File: config.mk
export PLATFORM = sky130hd
export DESIGN_NAME = button_press_classifier_core
export DESIGN_NICKNAME = d
export VERILOG_FILES = /design/src/rtl/bpc_pkg.sv /design/src/rtl/bpc_cfg_regs.sv /design/src/rtl/bpc_step.sv /design/src/rtl/button_press_classifier_core.sv
export SDC_FILE = /design/constraint.sdc
export NUM_CORES = 1
export LEC_CHECK = 0
export BUFFER_PORTS_ARGS = -buffer_cell sky130_fd_sc_hd__buf_2
export CORE_UTILIZATION = 40
export DETAILED_ROUTE_END_ITERATION = 7
export PLACE_DENSITY = 0.64
export SETUP_SLACK_MARGIN = 0.05
export SLEW_MARGIN = 0
export SYNTH_ARGS = -nofsm -noshare
export SYNTH_HDL_FRONTEND = slang
export SYNTH_SLANG_ARGS = --single-unit
File: constraint.sdc
create_clock -name clk -period 6.9 [get_ports clk]
set_input_delay 1.725 -clock clk [delete_from_list [all_inputs] [get_ports clk]]
set_output_delay 1.725 -clock clk [all_outputs]
set_load 0.01 [all_outputs]
File: src/rtl/bpc_pkg.sv
// Shared types and constants of the button press classifier.
// No dependencies; used by every module of the block but bpc_checker.
package bpc_pkg;

  localparam int TIMER_WIDTH_DEF = 16;
  localparam int PERIOD_W        = 16;
  localparam int SINCE_W         = 16;
  localparam int CFG_DATA_W      = 16;
  localparam int CFG_IDX_W       = 2;

  localparam logic [PERIOD_W-1:0] DEF_DEBOUNCE = 16'd20;
  localparam logic [PERIOD_W-1:0] DEF_LONG     = 16'd1000;
  localparam logic [PERIOD_W-1:0] DEF_WINDOW   = 16'd300;
  localparam logic [SINCE_W-1:0]  SINCE_MAX    = {SINCE_W{1'b1}};
  localparam logic [1:0]          SECOND_CLICK = 2'd2;
  localparam logic [1:0]          FIRST_CLICK  = 2'd1;

  typedef enum logic [CFG_IDX_W-1:0] {
    CFG_ACTIVE_HIGH  = 2'd0,
    CFG_DEBOUNCE     = 2'd1,
    CFG_LONG_PRESS   = 2'd2,
    CFG_DOUBLE_CLICK = 2'd3
  } cfg_idx_t;

  typedef enum logic [2:0] {
    PH_IDLE   = 3'd0,
    PH_PRESS  = 3'd1,
    PH_SHORT  = 3'd2,
    PH_LONG   = 3'd3,
    PH_DOUBLE = 3'd4
  } phase_t;

  // Settings seen by the step logic, apart from the timer load values.
  typedef struct packed {
    logic                active_high;
    logic [PERIOD_W-1:0] dper;
  } bpc_cfg_t;

  // Fixed-width part of the classifier state.
  typedef struct packed {
    logic               prev_level;
    logic               deb_run;
    logic               hold_run;
    logic               win_run;
    logic               is_held;
    logic               awaiting;
    logic [1:0]         tally;
    phase_t             phase;
    logic [SINCE_W-1:0] since;
  } bpc_state_t;

  typedef struct packed {
    logic   ev_pressed;
    logic   ev_released;
    logic   ev_double_click;
    logic   ev_long_press;
    phase_t button_phase;
    logic   held;
  } bpc_result_t;

endpackage

File: src/rtl/bpc_cfg_regs.sv
// Configuration registers of the button press classifier and the derived
// effective periods and timer load values. Depends on bpc_pkg.
module bpc_cfg_regs #(
  parameter int TIMER_WIDTH = bpc_pkg::TIMER_WIDTH_DEF
) (
  input  logic                                clk,
  input  logic                                rst_n,
  input  logic                                cfg_we,
  input  logic [bpc_pkg::CFG_IDX_W-1:0]       cfg_index,
  input  logic [bpc_pkg::CFG_DATA_W-1:0]      cfg_wdata,
  output bpc_pkg::bpc_cfg_t                   cfg_o,
  output logic [TIMER_WIDTH-1:0]              deb_load_o,
  output logic [TIMER_WIDTH-1:0]              hold_load_o,
  output logic [TIMER_WIDTH-1:0]              win_load_o
);
  import bpc_pkg::*;

  localparam logic [63:0] TMR_MAX = (64'd1 << TIMER_WIDTH) - 64'd1;

  logic                active_high_r;
  logic [PERIOD_W-1:0] deb_ticks_r;
  logic [PERIOD_W-1:0] long_ticks_r;
  logic [PERIOD_W-1:0] win_ticks_r;
  logic [PERIOD_W-1:0] long_per;
  logic [PERIOD_W-1:0] win_per;

  // Saturate a period to the largest count the timers can hold.
  function automatic logic [TIMER_WIDTH-1:0] sat_load(input logic [PERIOD_W-1:0] per);
    logic [63:0] p64;
    p64 = 64'(per);
    return (p64 > TMR_MAX) ? TMR_MAX[TIMER_WIDTH-1:0] : p64[TIMER_WIDTH-1:0];
  endfunction

  always_ff @(posedge clk) begin
    if (!rst_n) begin
      active_high_r <= 1'b0;
      deb_ticks_r   <= DEF_DEBOUNCE;
      long_ticks_r  <= DEF_LONG;
      win_ticks_r   <= DEF_WINDOW;
    end else if (cfg_we) begin
      unique case (cfg_idx_t'(cfg_index))
        CFG_ACTIVE_HIGH:  active_high_r <= cfg_wdata[0];
        CFG_DEBOUNCE:     deb_ticks_r   <= cfg_wdata[PERIOD_W-1:0];
        CFG_LONG_PRESS:   long_ticks_r  <= cfg_wdata[PERIOD_W-1:0];
        CFG_DOUBLE_CLICK: win_ticks_r   <= cfg_wdata[PERIOD_W-1:0];
      endcase
    end
  end

  // A zero register selects the default period.
  assign cfg_o.active_high = active_high_r;
  assign cfg_o.dper        = (deb_ticks_r == '0) ? DEF_DEBOUNCE : deb_ticks_r;
  assign long_per          = (long_ticks_r == '0) ? DEF_LONG : long_ticks_r;
  assign win_per           = (win_ticks_r == '0) ? DEF_WINDOW : win_ticks_r;

  assign deb_load_o  = sat_load(cfg_o.dper);
  assign hold_load_o = sat_load(long_per);
  assign win_load_o  = sat_load(win_per);

endmodule

File: src/rtl/bpc_step.sv
// Next-state and result logic for one tick of the button press classifier.
// Purely combinational. Depends on bpc_pkg.
module bpc_step #(
  parameter int TIMER_WIDTH = bpc_pkg::TIMER_WIDTH_DEF
) (
  input  logic                   pin_level,
  input  bpc_pkg::bpc_cfg_t      cfg_i,
  input  logic [TIMER_WIDTH-1:0] deb_load_i,
  input  logic [TIMER_WIDTH-1:0] hold_load_i,
  input  logic [TIMER_WIDTH-1:0] win_load_i,
  input  bpc_pkg::bpc_state_t    st_i,
  input  logic [TIMER_WIDTH-1:0] deb_left_i,
  input  logic [TIMER_WIDTH-1:0] hold_left_i,
  input  logic [TIMER_WIDTH-1:0] win_left_i,
  output bpc_pkg::bpc_state_t    st_o,
  output logic [TIMER_WIDTH-1:0] deb_left_o,
  output logic [TIMER_WIDTH-1:0] hold_left_o,
  output logic [TIMER_WIDTH-1:0] win_left_o,
  output bpc_pkg::bpc_result_t   res_o
);
  import bpc_pkg::*;

  always_comb begin
    logic       change;
    logic       active;
    bpc_state_t s;
    logic [TIMER_WIDTH-1:0] d, h, w;
    logic evp, evr, evd, evl;

    s      = st_i;
    change = (pin_level != st_i.prev_level);
    active = cfg_i.active_high ? pin_level : ~pin_level;
    evp    = 1'b0;
    evr    = 1'b0;
    evd    = 1'b0;
    evl    = 1'b0;
    s.prev_level = pin_level;

    if (s.since != SINCE_MAX) s.since = s.since + 1'b1;

    d = (s.deb_run  && deb_left_i  != '0) ? deb_left_i  - 1'b1 : deb_left_i;
    h = (s.hold_run && hold_left_i != '0) ? hold_left_i - 1'b1 : hold_left_i;
    w = (s.win_run  && win_left_i  != '0) ? win_left_i  - 1'b1 : win_left_i;

    // Debounce expiry; a level change on this tick restarts the timer instead.
    if (change) begin
      d         = deb_load_i;
      s.deb_run = 1'b1;
    end else if (s.deb_run && d == '0) begin
      s.deb_run = 1'b0;
      if (s.phase == PH_LONG && !s.is_held) s.phase = PH_IDLE;
      // Events too close together are ignored.
      if (!((s.since < (cfg_i.dper >> 1)) && (active != s.is_held))) begin
        if (active && !s.is_held) begin
          s.is_held = 1'b1;
          if (s.awaiting) begin
            s.win_run  = 1'b0;
            s.awaiting = 1'b0;
            s.tally    = SECOND_CLICK;
          end else begin
            s.tally = FIRST_CLICK;
          end
          s.phase    = PH_PRESS;
          h          = hold_load_i;
          s.hold_run = 1'b1;
          evp        = 1'b1;
          s.since    = '0;
        end else if (!active && s.is_held) begin
          s.is_held  = 1'b0;
          s.hold_run = 1'b0;
          if (s.phase == PH_PRESS) s.phase = PH_SHORT;
          evr = 1'b1;
          if (s.tally == SECOND_CLICK && s.phase != PH_LONG) begin
            s.phase = PH_DOUBLE;
            evd     = 1'b1;
            s.tally = 2'd0;
          end else if (s.tally == FIRST_CLICK && s.phase != PH_LONG) begin
            s.awaiting = 1'b1;
            s.phase    = PH_IDLE;
            w          = win_load_i;
            s.win_run  = 1'b1;
          end
          s.since = '0;
        end
      end
    end

    // Long press expiry.
    if (s.hold_run && h == '0) begin
      s.hold_run = 1'b0;
      if (s.is_held) begin
        if (active) begin
          s.awaiting = 1'b0;
          s.win_run  = 1'b0;
          s.tally    = 2'd0;
          s.phase    = PH_LONG;
          evl        = 1'b1;
        end else begin
          s.is_held = 1'b0;
        end
      end
    end

    // Double-click window expiry.
    if (s.win_run && w == '0) begin
      s.win_run = 1'b0;
      if (s.awaiting) begin
        s.awaiting = 1'b0;
        if (!s.is_held) s.phase = PH_IDLE;
        s.tally = 2'd0;
      end
    end

    st_o        = s;
    deb_left_o  = d;
    hold_left_o = h;
    win_left_o  = w;
    res_o.ev_pressed      = evp;
    res_o.ev_released     = evr;
    res_o.ev_double_click = evd;
    res_o.ev_long_press   = evl;
    res_o.button_phase    = s.phase;
    res_o.held            = s.is_held;
  end

endmodule

File: src/rtl/button_press_classifier_core.sv
// Top level of the button press classifier: state registers, result
// register and handshakes. Depends on bpc_pkg, bpc_cfg_regs and bpc_step.
//
// Usage: each input request is one millisecond tick carrying the raw pin
// level on in_pin_level. For every accepted request the block returns one
// result request with the four event flags, the button phase and the
// debounced held flag. Requests move on valid/ready: a request is taken at
// a rising edge with valid and ready both high.
//
// The result of a tick is in the output register in the cycle after the tick
// is accepted. The block takes one tick per cycle while the receiver takes
// its results; the whole tick update is a single pass of short logic between
// the state registers and the result register.
//
// While the receiver stalls, the held result stays on the outputs and
// in_ready is low, so no tick is lost. in_ready returns high in the cycle
// the receiver takes the result, so back-to-back ticks flow without gaps.
//
// Reset (rst_n low, synchronous) loads the register defaults, restarts the
// debounce timer with its full period, sets the previous level to the
// inactive level and empties the result register. Configuration writes on
// cfg_we/cfg_index/cfg_wdata reach each timer at its next load.
module button_press_classifier_core #(
  parameter int TIMER_WIDTH = bpc_pkg::TIMER_WIDTH_DEF
) (
  input  logic                           clk,
  input  logic                           rst_n,
  input  logic                           cfg_we,
  input  logic [bpc_pkg::CFG_IDX_W-1:0]  cfg_index,
  input  logic [bpc_pkg::CFG_DATA_W-1:0] cfg_wdata,
  input  logic                           in_valid,
  output logic                           in_ready,
  input  logic                           in_pin_level,
  output logic                           out_valid,
  input  logic                           out_ready,
  output logic                           out_ev_pressed,
  output logic                           out_ev_released,
  output logic                           out_ev_double_click,
  output logic                           out_ev_long_press,
  output logic [2:0]                     out_button_phase,
  output logic                           out_held
);
  import bpc_pkg::*;

  // The reset load is the default debounce period cut to TIMER_WIDTH bits.
  localparam logic [TIMER_WIDTH-1:0] DEB_RESET = TIMER_WIDTH'(DEF_DEBOUNCE);

  bpc_cfg_t               cfg;
  logic [TIMER_WIDTH-1:0] deb_load, hold_load, win_load;

  bpc_state_t             st_r, st_nxt;
  logic [TIMER_WIDTH-1:0] deb_left_r, deb_left_nxt;
  logic [TIMER_WIDTH-1:0] hold_left_r, hold_left_nxt;
  logic [TIMER_WIDTH-1:0] win_left_r, win_left_nxt;
  bpc_result_t            res_r, res_nxt;
  logic                   out_valid_r;
  logic                   in_fire;

  bpc_cfg_regs #(.TIMER_WIDTH(TIMER_WIDTH)) u_cfg (
    .clk         (clk),
    .rst_n       (rst_n),
    .cfg_we      (cfg_we),
    .cfg_index   (cfg_index),
    .cfg_wdata   (cfg_wdata),
    .cfg_o       (cfg),
    .deb_load_o  (deb_load),
    .hold_load_o (hold_load),
    .win_load_o  (win_load)
  );

  bpc_step #(.TIMER_WIDTH(TIMER_WIDTH)) u_step (
    .pin_level   (in_pin_level),
    .cfg_i       (cfg),
    .deb_load_i  (deb_load),
    .hold_load_i (hold_load),
    .win_load_i  (win_load),
    .st_i        (st_r),
    .deb_left_i  (deb_left_r),
    .hold_left_i (hold_left_r),
    .win_left_i  (win_left_r),
    .st_o        (st_nxt),
    .deb_left_o  (deb_left_nxt),
    .hold_left_o (hold_left_nxt),
    .win_left_o  (win_left_nxt),
    .res_o       (res_nxt)
  );

  // The result register frees up in the same cycle the receiver takes it.
  assign in_ready = !out_valid_r || out_ready;
  assign in_fire  = in_valid && in_ready;

  always_ff @(posedge clk) begin
    if (!rst_n) begin
      st_r.prev_level <= 1'b1;   // inactive level, since active_high resets to 0
      st_r.deb_run    <= 1'b1;
      st_r.hold_run   <= 1'b0;
      st_r.win_run    <= 1'b0;
      st_r.is_held    <= 1'b0;
      st_r.awaiting   <= 1'b0;
      st_r.tally      <= 2'd0;
      st_r.phase      <= PH_IDLE;
      st_r.since      <= '0;
      deb_left_r      <= DEB_RESET;
      hold_left_r     <= '0;
      win_left_r      <= '0;
      out_valid_r     <= 1'b0;
    end else begin
      if (in_fire) begin
        st_r        <= st_nxt;
        deb_left_r  <= deb_left_nxt;
        hold_left_r <= hold_left_nxt;
        win_left_r  <= win_left_nxt;
        out_valid_r <= 1'b1;
      end else if (out_ready) begin
        out_valid_r <= 1'b0;
      end
    end
  end

  // Result payload; it only loads together with a new tick.
  always_ff @(posedge clk) begin
    if (in_fire) begin
      res_r <= res_nxt;
    end
  end

  assign out_valid           = out_valid_r;
  assign out_ev_pressed      = res_r.ev_pressed;
  assign out_ev_released     = res_r.ev_released;
  assign out_ev_double_click = res_r.ev_double_click;
  assign out_ev_long_press   = res_r.ev_long_press;
  assign out_button_phase    = res_r.button_phase;
  assign out_held            = res_r.held;

endmodule

# Word level (Yosys, flattened, before mapping)
# Index checks and enable logic that the tools add are counted.
[word_totals]
register_bits = 133
in_bits = 24
output_inout_bits = 10
wordCells = 138
[op_classes]
addsub = 4
order_cmp = 1
eq_ne = 11
mux = 58
n_bitwise = 3
n_reduce_logical = 38
[op_table]
columns = ["op", "count"]
rows = [
  ["2-to-1 mux 16 bit", 19],
  ["2-to-1 mux 25 bit", 4],
  ["zero test 16 bit", 6],
  ["nonzero test 16 bit", 3],
  ["subtractor 16 x 1 -> 16 bit, second input constant", 3],
  ["2-to-1 mux 3 bit", 12],
  ["2-to-1 mux 26 bit", 1],
  ["adder 16 x 1 -> 16 bit, second input constant", 1],
  ["less-than comparator 16 x 15 -> 1 bit", 1],
  ["inequality test 16 bit, second input constant", 1],
  ["2-to-1 mux 1 bit", 15],
  ["logical AND 1 bit", 13],
  ["2-to-1 mux 6 bit", 2],
  ["AND reduction 2 bit", 6],
  ["2-to-1 mux 9 bit", 1],
  ["2-to-1 mux 8 bit", 1],
  ["== test 2 bit, second input constant", 3],
  ["2-to-1 mux 5 bit", 1],
  ["OR reduction 5 bit", 1],
  ["== test 2 x 1 -> 1 bit, second input constant", 2],
  ["2-to-1 mux 2 bit", 2],
  ["nonzero test 2 bit", 2],
  ["OR reduction 4 bit", 1],
  ["== test 3 x 1 -> 1 bit, second input constant", 1],
  ["other kinds (8)", 13],
]

# Longest topological paths before layout
[logic_depth]
depth_word = 29
depth_mapped = 17
ltp_nobuf = 16

# Cells and area by module
# A second synthesis with hierarchy kept.
[hier_totals]
hier_cells = 1206
hier_area_um2 = 9101.2
[by_module_without_submodules]
columns = ["module", "instances", "cells_each", "area_each_um2", "seq_area_each_um2"]
rows = [
  ["bpc_step", 1, 571, 3484.6, 0.0],
  ["button_press_classifier_core", 1, 339, 3269.4, 1761.7],
  ["bpc_cfg_regs", 1, 296, 2347.3, 980.9],
]

# Least setup slack after synthesis
# OpenSTA, ideal clock, no wires.
[synth_timing]
kind = "register to register"
from = "register st_r[0] (netlist name)"
to = "register win_left_r[11]"
setup_time_ns = 0.115
arrival_time_ns = 4.136
required_ns = 6.785
slack_ns = 2.650
stages_incl_launch_ff = 17
n_path_buf = 1
path_cell_list = "dfxtp_1 ha_1 nand3_1 nor4_2 nor2_1 and4_1 xor2_1 ha_1 o21a_1 a211o_1 a211oi_1 nand4_1 nand4_1 clkbuf_1 mux2i_1 nor2_1 o21a_1"
[synth_via]
elab_chain_len = 7
elab_cells_between_ends = 8
classes_between = "add/sub: 1; order compare: 1; eq/ne: 1; mux: 4; reduce/logical: 1"
[synth_rtl]
columns = ["element", "line", "text"]
rows = [
  ["start, declared", "button_press_classifier_core.sv:51", "bpc_state_t st_r, st_nxt;"],
  ["start signal, assigned", "button_press_classifier_core.sv:109", "st_r <= st_nxt;"],
  ["adder 16 x 1 -> 16 bit or inequality test 16 bit (tied branches)", "bpc_step.sv:39", "if (s.since != SINCE_MAX) s.since = s.since + 1'b1;"],
  ["2-to-1 mux 16 bit (*)", "bpc_step.sv:39", ""],
  ["less-than comparator 16 x 15 -> 1 bit (*)", "bpc_step.sv:53", "if (!((s.since < (cfg_i.dper >> 1)) && (active != s.is_held))) begin"],
  ["logical AND 1 bit (*)", "bpc_step.sv:53", ""],
  ["2-to-1 mux 16 bit (*)", "bpc_step.sv:53", ""],
  ["2-to-1 mux 16 bit (*)", "bpc_step.sv:49", "end else if (s.deb_run && d == '0) begin"],
  ["2-to-1 mux 16 bit (*)", "bpc_step.sv:46", "if (change) begin"],
  ["end signal, assigned", "button_press_classifier_core.sv:112", "win_left_r <= win_left_nxt;"],
  ["end, declared", "button_press_classifier_core.sv:54", "logic [TIMER_WIDTH-1:0] win_left_r, win_left_nxt;"],
]
# Every way passes the cells marked *; elsewhere a longest branch is shown, timed or not.
# A chain may end at the register's enable or synchronous reset.

# Worst setup path after layout
[layout_timing]
from = "register st_r[0] (netlist name)"
to = "register hold_left_r[3]"
[layout_via]
elab_chain_len = 7
elab_cells_between_ends = 8
classes_between = "add/sub: 1; order compare: 1; eq/ne: 1; mux: 4; reduce/logical: 1"
[layout_rtl]
columns = ["element", "line", "text"]
rows = [
  ["adder 16 x 1 -> 16 bit or inequality test 16 bit (tied branches)", "bpc_step.sv:39", ""],
  ["2-to-1 mux 16 bit (*)", "bpc_step.sv:39", ""],
  ["less-than comparator 16 x 15 -> 1 bit (*)", "bpc_step.sv:53", ""],
  ["logical AND 1 bit (*)", "bpc_step.sv:53", ""],
  ["2-to-1 mux 16 bit (*)", "bpc_step.sv:53", ""],
  ["2-to-1 mux 16 bit (*)", "bpc_step.sv:49", ""],
  ["2-to-1 mux 16 bit (*)", "bpc_step.sv:46", ""],
  ["end signal, assigned", "button_press_classifier_core.sv:111", "hold_left_r <= hold_left_nxt;"],
  ["end, declared", "button_press_classifier_core.sv:53", "logic [TIMER_WIDTH-1:0] hold_left_r, hold_left_nxt;"],
]
# Marks and branches as above.

==> metrics.cfg <==
[setup_path]
cpMostUsedCell = nand4_1
required_ps = 7190
arrival_ps = 5800
endpoint_kind = flip-flop
r2r_end = hold_left_r[3]$_SDFFE_PN0P_
crit_cells = 15
cpPeakStageDelay_ps = 920
startpoint_type = flip-flop
worstPathCellList = ha_1, nand3_1, nor4_2, nor2_1, and4_1, xor2_1, ha_1, nand4_1, or3_1, a22o_1, nand4_1, nand4_1, or3_1, o211ai_1, a21oi_1
r2r_setup_slack_ps = 1390
worstSetupPathType = flip-flop to flip-flop
cpMaxStageDelayCell = nand4_1
crit_fanout = 24
cp_top_family = simple AND/OR/NAND/NOR gates
r2r_cells = 15
r2r_start = st_r[0]$_SDFFE_PN0P_
path_buf_inv = 0

[detailed_routing]
vias_per_cell = 6.12
first_pass_iters = 6
route.detailed.drc = 0
topRoutingLayerUsed = met4
wl_met2_um = 11000
drt-wirelength-per-cell_um = 17.9
drt_iter0_drc = 940
via_count = 8602
ant_nets = 0
wl_met1_um = 12000
wirelength_um = 25100
met3WireLength_um = 1690

[cts]
postCtsHoldBufs = 0
numCtsBuffers = 17
clkTransAtPathRegs_ps = 60
clock_latency_ps = 420
cts_tree = built
htreeDepth = 4
cts_buffer_depth = 2
root_buffer = clkbuf_16
post_cts_buffers = 0
cts_resized = 0
clock_sinks = 133

[sta]
final-setup-viol-count = 0
rsz0062_at_grt = no
hold_viol = 0
relSlewSlack_pct = 20.7
post-route-min-period_ps = 5510
tightest_slew_ps = 1170
maxSlewViolCount = 0
hold_ws_ps = 475
min_period_over_period_pct = 79.9
max_freq_mhz = 181
setup_tns_ps = 0
finalClockSkew_ps = 7.77

[global_routing]
grt_pass1_vias = 7759
grt_max_degree = 64
grtUsageTotal_pct = 23.5
antenna_found_initial = 0
overflow = 0
grt_pass1_wl_um = 41000

[synthesis]
ys_seq_area_share_pct = 32.2
synthArstFlopShare_pct = 0
synth_nets = 1180
synth_top_area_share_pct = 29.4
syn_area_mm2 = 0.00851
synth.largest_area_cell = dfxtp_1
yosys_register_bits = 133
synth.avg_cell_area_um2 = 7.49
synth_area_leaders = dfxtp_1 (29%), nand2_1 (8.0%), a21oi_1 (6.1%), nor2_1 (4.4%), nand3_1 (2.9%)
synthCells = 1137
synth_ff_type = dfxtp_1
synth_edf_count = 8
synth_cell_types = 77
synth_commonest_cells = nand2_1 (181), dfxtp_1 (125), a21oi_1 (103)
ys_warn_count = 0
synth.most_common_cell = nand2_1

[floorplan]
core_mm2 = 0.0206
dieArea_mm2 = 0.0219
start_util_pct = 41.4
fp.dieH_um = 148
rows = 52
ios = 34
die_x_um = 148

[flow_run]
max-cap-violations = 0

[worst_hold_path]
holdPathStages = 2
worstHoldStart = u_cfg.win_ticks_r[1]$_SDFFE_PN0P_
hold_class = flip-flop to flip-flop
holdPathEnd = u_cfg.win_ticks_r[1]$_SDFFE_PN0P_

[place]
placed_cell_area_mm2 = 0.00880
numPortBuffers = 33
dp_hpwl_um = 17700
gp_congestion = 0.956

[final_layout]
syn2layout_area_growth_pct = 10.1
layout.nets = 1169
fillCellCount = 2108
antenna_cells = 0
final_area_mm2 = 0.00937
drive_gt1_share_pct = 9.86

[power_and_ir_drop]
p_seq_share_pct = 43.2
swShare_pct = 26.3
intPower_mw = 1.40
irDropWorstVdd_uv = 169
power_frac_comb_pct = 10.5
p_switching_mw = 0.502
powerDensity_mw_per_mm2 = 203
p_leak_nw = 3.46
clkPwrFrac_pct = 46.3

[outcome]
status = finished, final reports clean

[area by class of cell]
type | count | area (µm²) | share of cell area, %
Tap cell | 270 | 338 | 3.61
Inverter | 42 | 158 | 1.68
Clock buffer | 23 | 499 | 5.33
Timing Repair Buffer | 42 | 233 | 2.48
Clock inverter | 6 | 71.3 | 0.761
Multi-Input combinational cell | 890 | 5330 | 56.9
Sequential cell | 133 | 2740 | 29.3
[kinds of logic (layout without fill, tap and decap cells)]
kind of cell / count (synthesis) / count (layout) / synth area share, %
adders and majority gates: 19 / 19 / 2.79
and+or+nand+nor: 538 / 538 / 32.9
buffers and inverters: 114 / 113 / 5.20
xor gates and xnor gates: 18 / 18 / 1.85
AOI/OAI and AO/OA: 291 / 291 / 22.0
muxes: 24 / 24 / 2.98
DFF: 133 / 133 / 32.2
[worst register-to-register path, stage by stage, from the launching register on]
cell and delay [ps]:
dfxtp_1 440, ha_1 250, nand3_1 250, nor4_2 760, nor2_1 210, and4_1 270
xor2_1 150, ha_1 310, nand4_1 110, or3_1 320, a22o_1 270, nand4_1 230
nand4_1 920, or3_1 710, o211ai_1 100, a21oi_1 90
[worst max-delay path by stage]
| stage | startpoint | endpoint | slack, ps |
|---|---|---|---|
| floorplan | st_r[0]$_SDFFE_PN0P_ | win_left_r[11]$_SDFFE_PN0P_ | 2650 |
| global placement | st_r[0]$_SDFFE_PN0P_ | hold_left_r[5]$_SDFFE_PN0P_ | 1640 |
| detailed placement | st_r[0]$_SDFFE_PN0P_ | hold_left_r[3]$_SDFFE_PN0P_ | 1510 |
| CTS | st_r[0]$_SDFFE_PN0P_ | hold_left_r[3]$_SDFFE_PN0P_ | 1440 |
| global route | st_r[0]$_SDFFE_PN0P_ | hold_left_r[3]$_SDFFE_PN0P_ | 960 |
| finish | st_r[0]$_SDFFE_PN0P_ | hold_left_r[3]$_SDFFE_PN0P_ | 1390 |
[through the flow]
step,total power [mW],cells,setup WS (ps),utilization (%)
2_1_floorplan,0.972,1137,2650,-
3_3_place_gp,1.04,1377,1640,42.8
3_5_place_dp,1.04,1377,1510,42.8
4_1_cts,1.92,1406,1440,45.6
5_1_grt,1.98,1406,956,45.6
6_report,1.91,1406,1390,45.6
[flip-flops by register name (all words and copies together), names as in the netlist]
signal,cells
deb_left_r,16
hold_left_r,16
out_button_phase,3
out_ev_double_click,1
out_ev_long_press,1
out_ev_pressed,1
out_ev_released,1
out_held,1
out_valid,1
st_r,27
u_cfg.active_high_r,1
u_cfg.deb_ticks_r,16
u_cfg.long_ticks_r,16
u_cfg.win_ticks_r,16
win_left_r,16
[cell usage in the layout, fill, tap and decap left out, drive strengths merged, types with 12 or more instances in the layout]
master  netlist  routed
a31oi        13      13
or3          17      17
nand4        22      22
ha           19      19
buf          13      42
nor4         35      35
nor2        102     102
and4         14      14
mux2i        13      13
nand3        50      50
o21ai        46      46
a22oi        16      16
xnor2        14      14
a21oi       103     103
o211ai       12      12
nand2       181     181
inv          42      42
nor3         35      35
dfxtp       125     125
clkbuf       59      23
[routing by layer]
| metal | vias to the layer above | GRT usage (%) |
|---|---|---|
| li1 | 4147 | - |
| met1 | 4073 | 33.8 |
| met2 | 341 | 35.5 |
| met3 | 41 | 3.67 |
| met4 | 0 | 7.63 |
| met5 | - | 0 |
[power groups by stage]
stage	Clock, mW	Sequential (mW)	Combinational [mW]
2_1_floorplan	0	0.829	0.143
3_3_place_gp	0	0.839	0.196
4_1_cts	0.900	0.823	0.198
5_1_grt	0.927	0.826	0.224
6_report	0.881	0.824	0.200
3_5_place_dp	0	0.839	0.197
(Power assumes the default switching activity.)
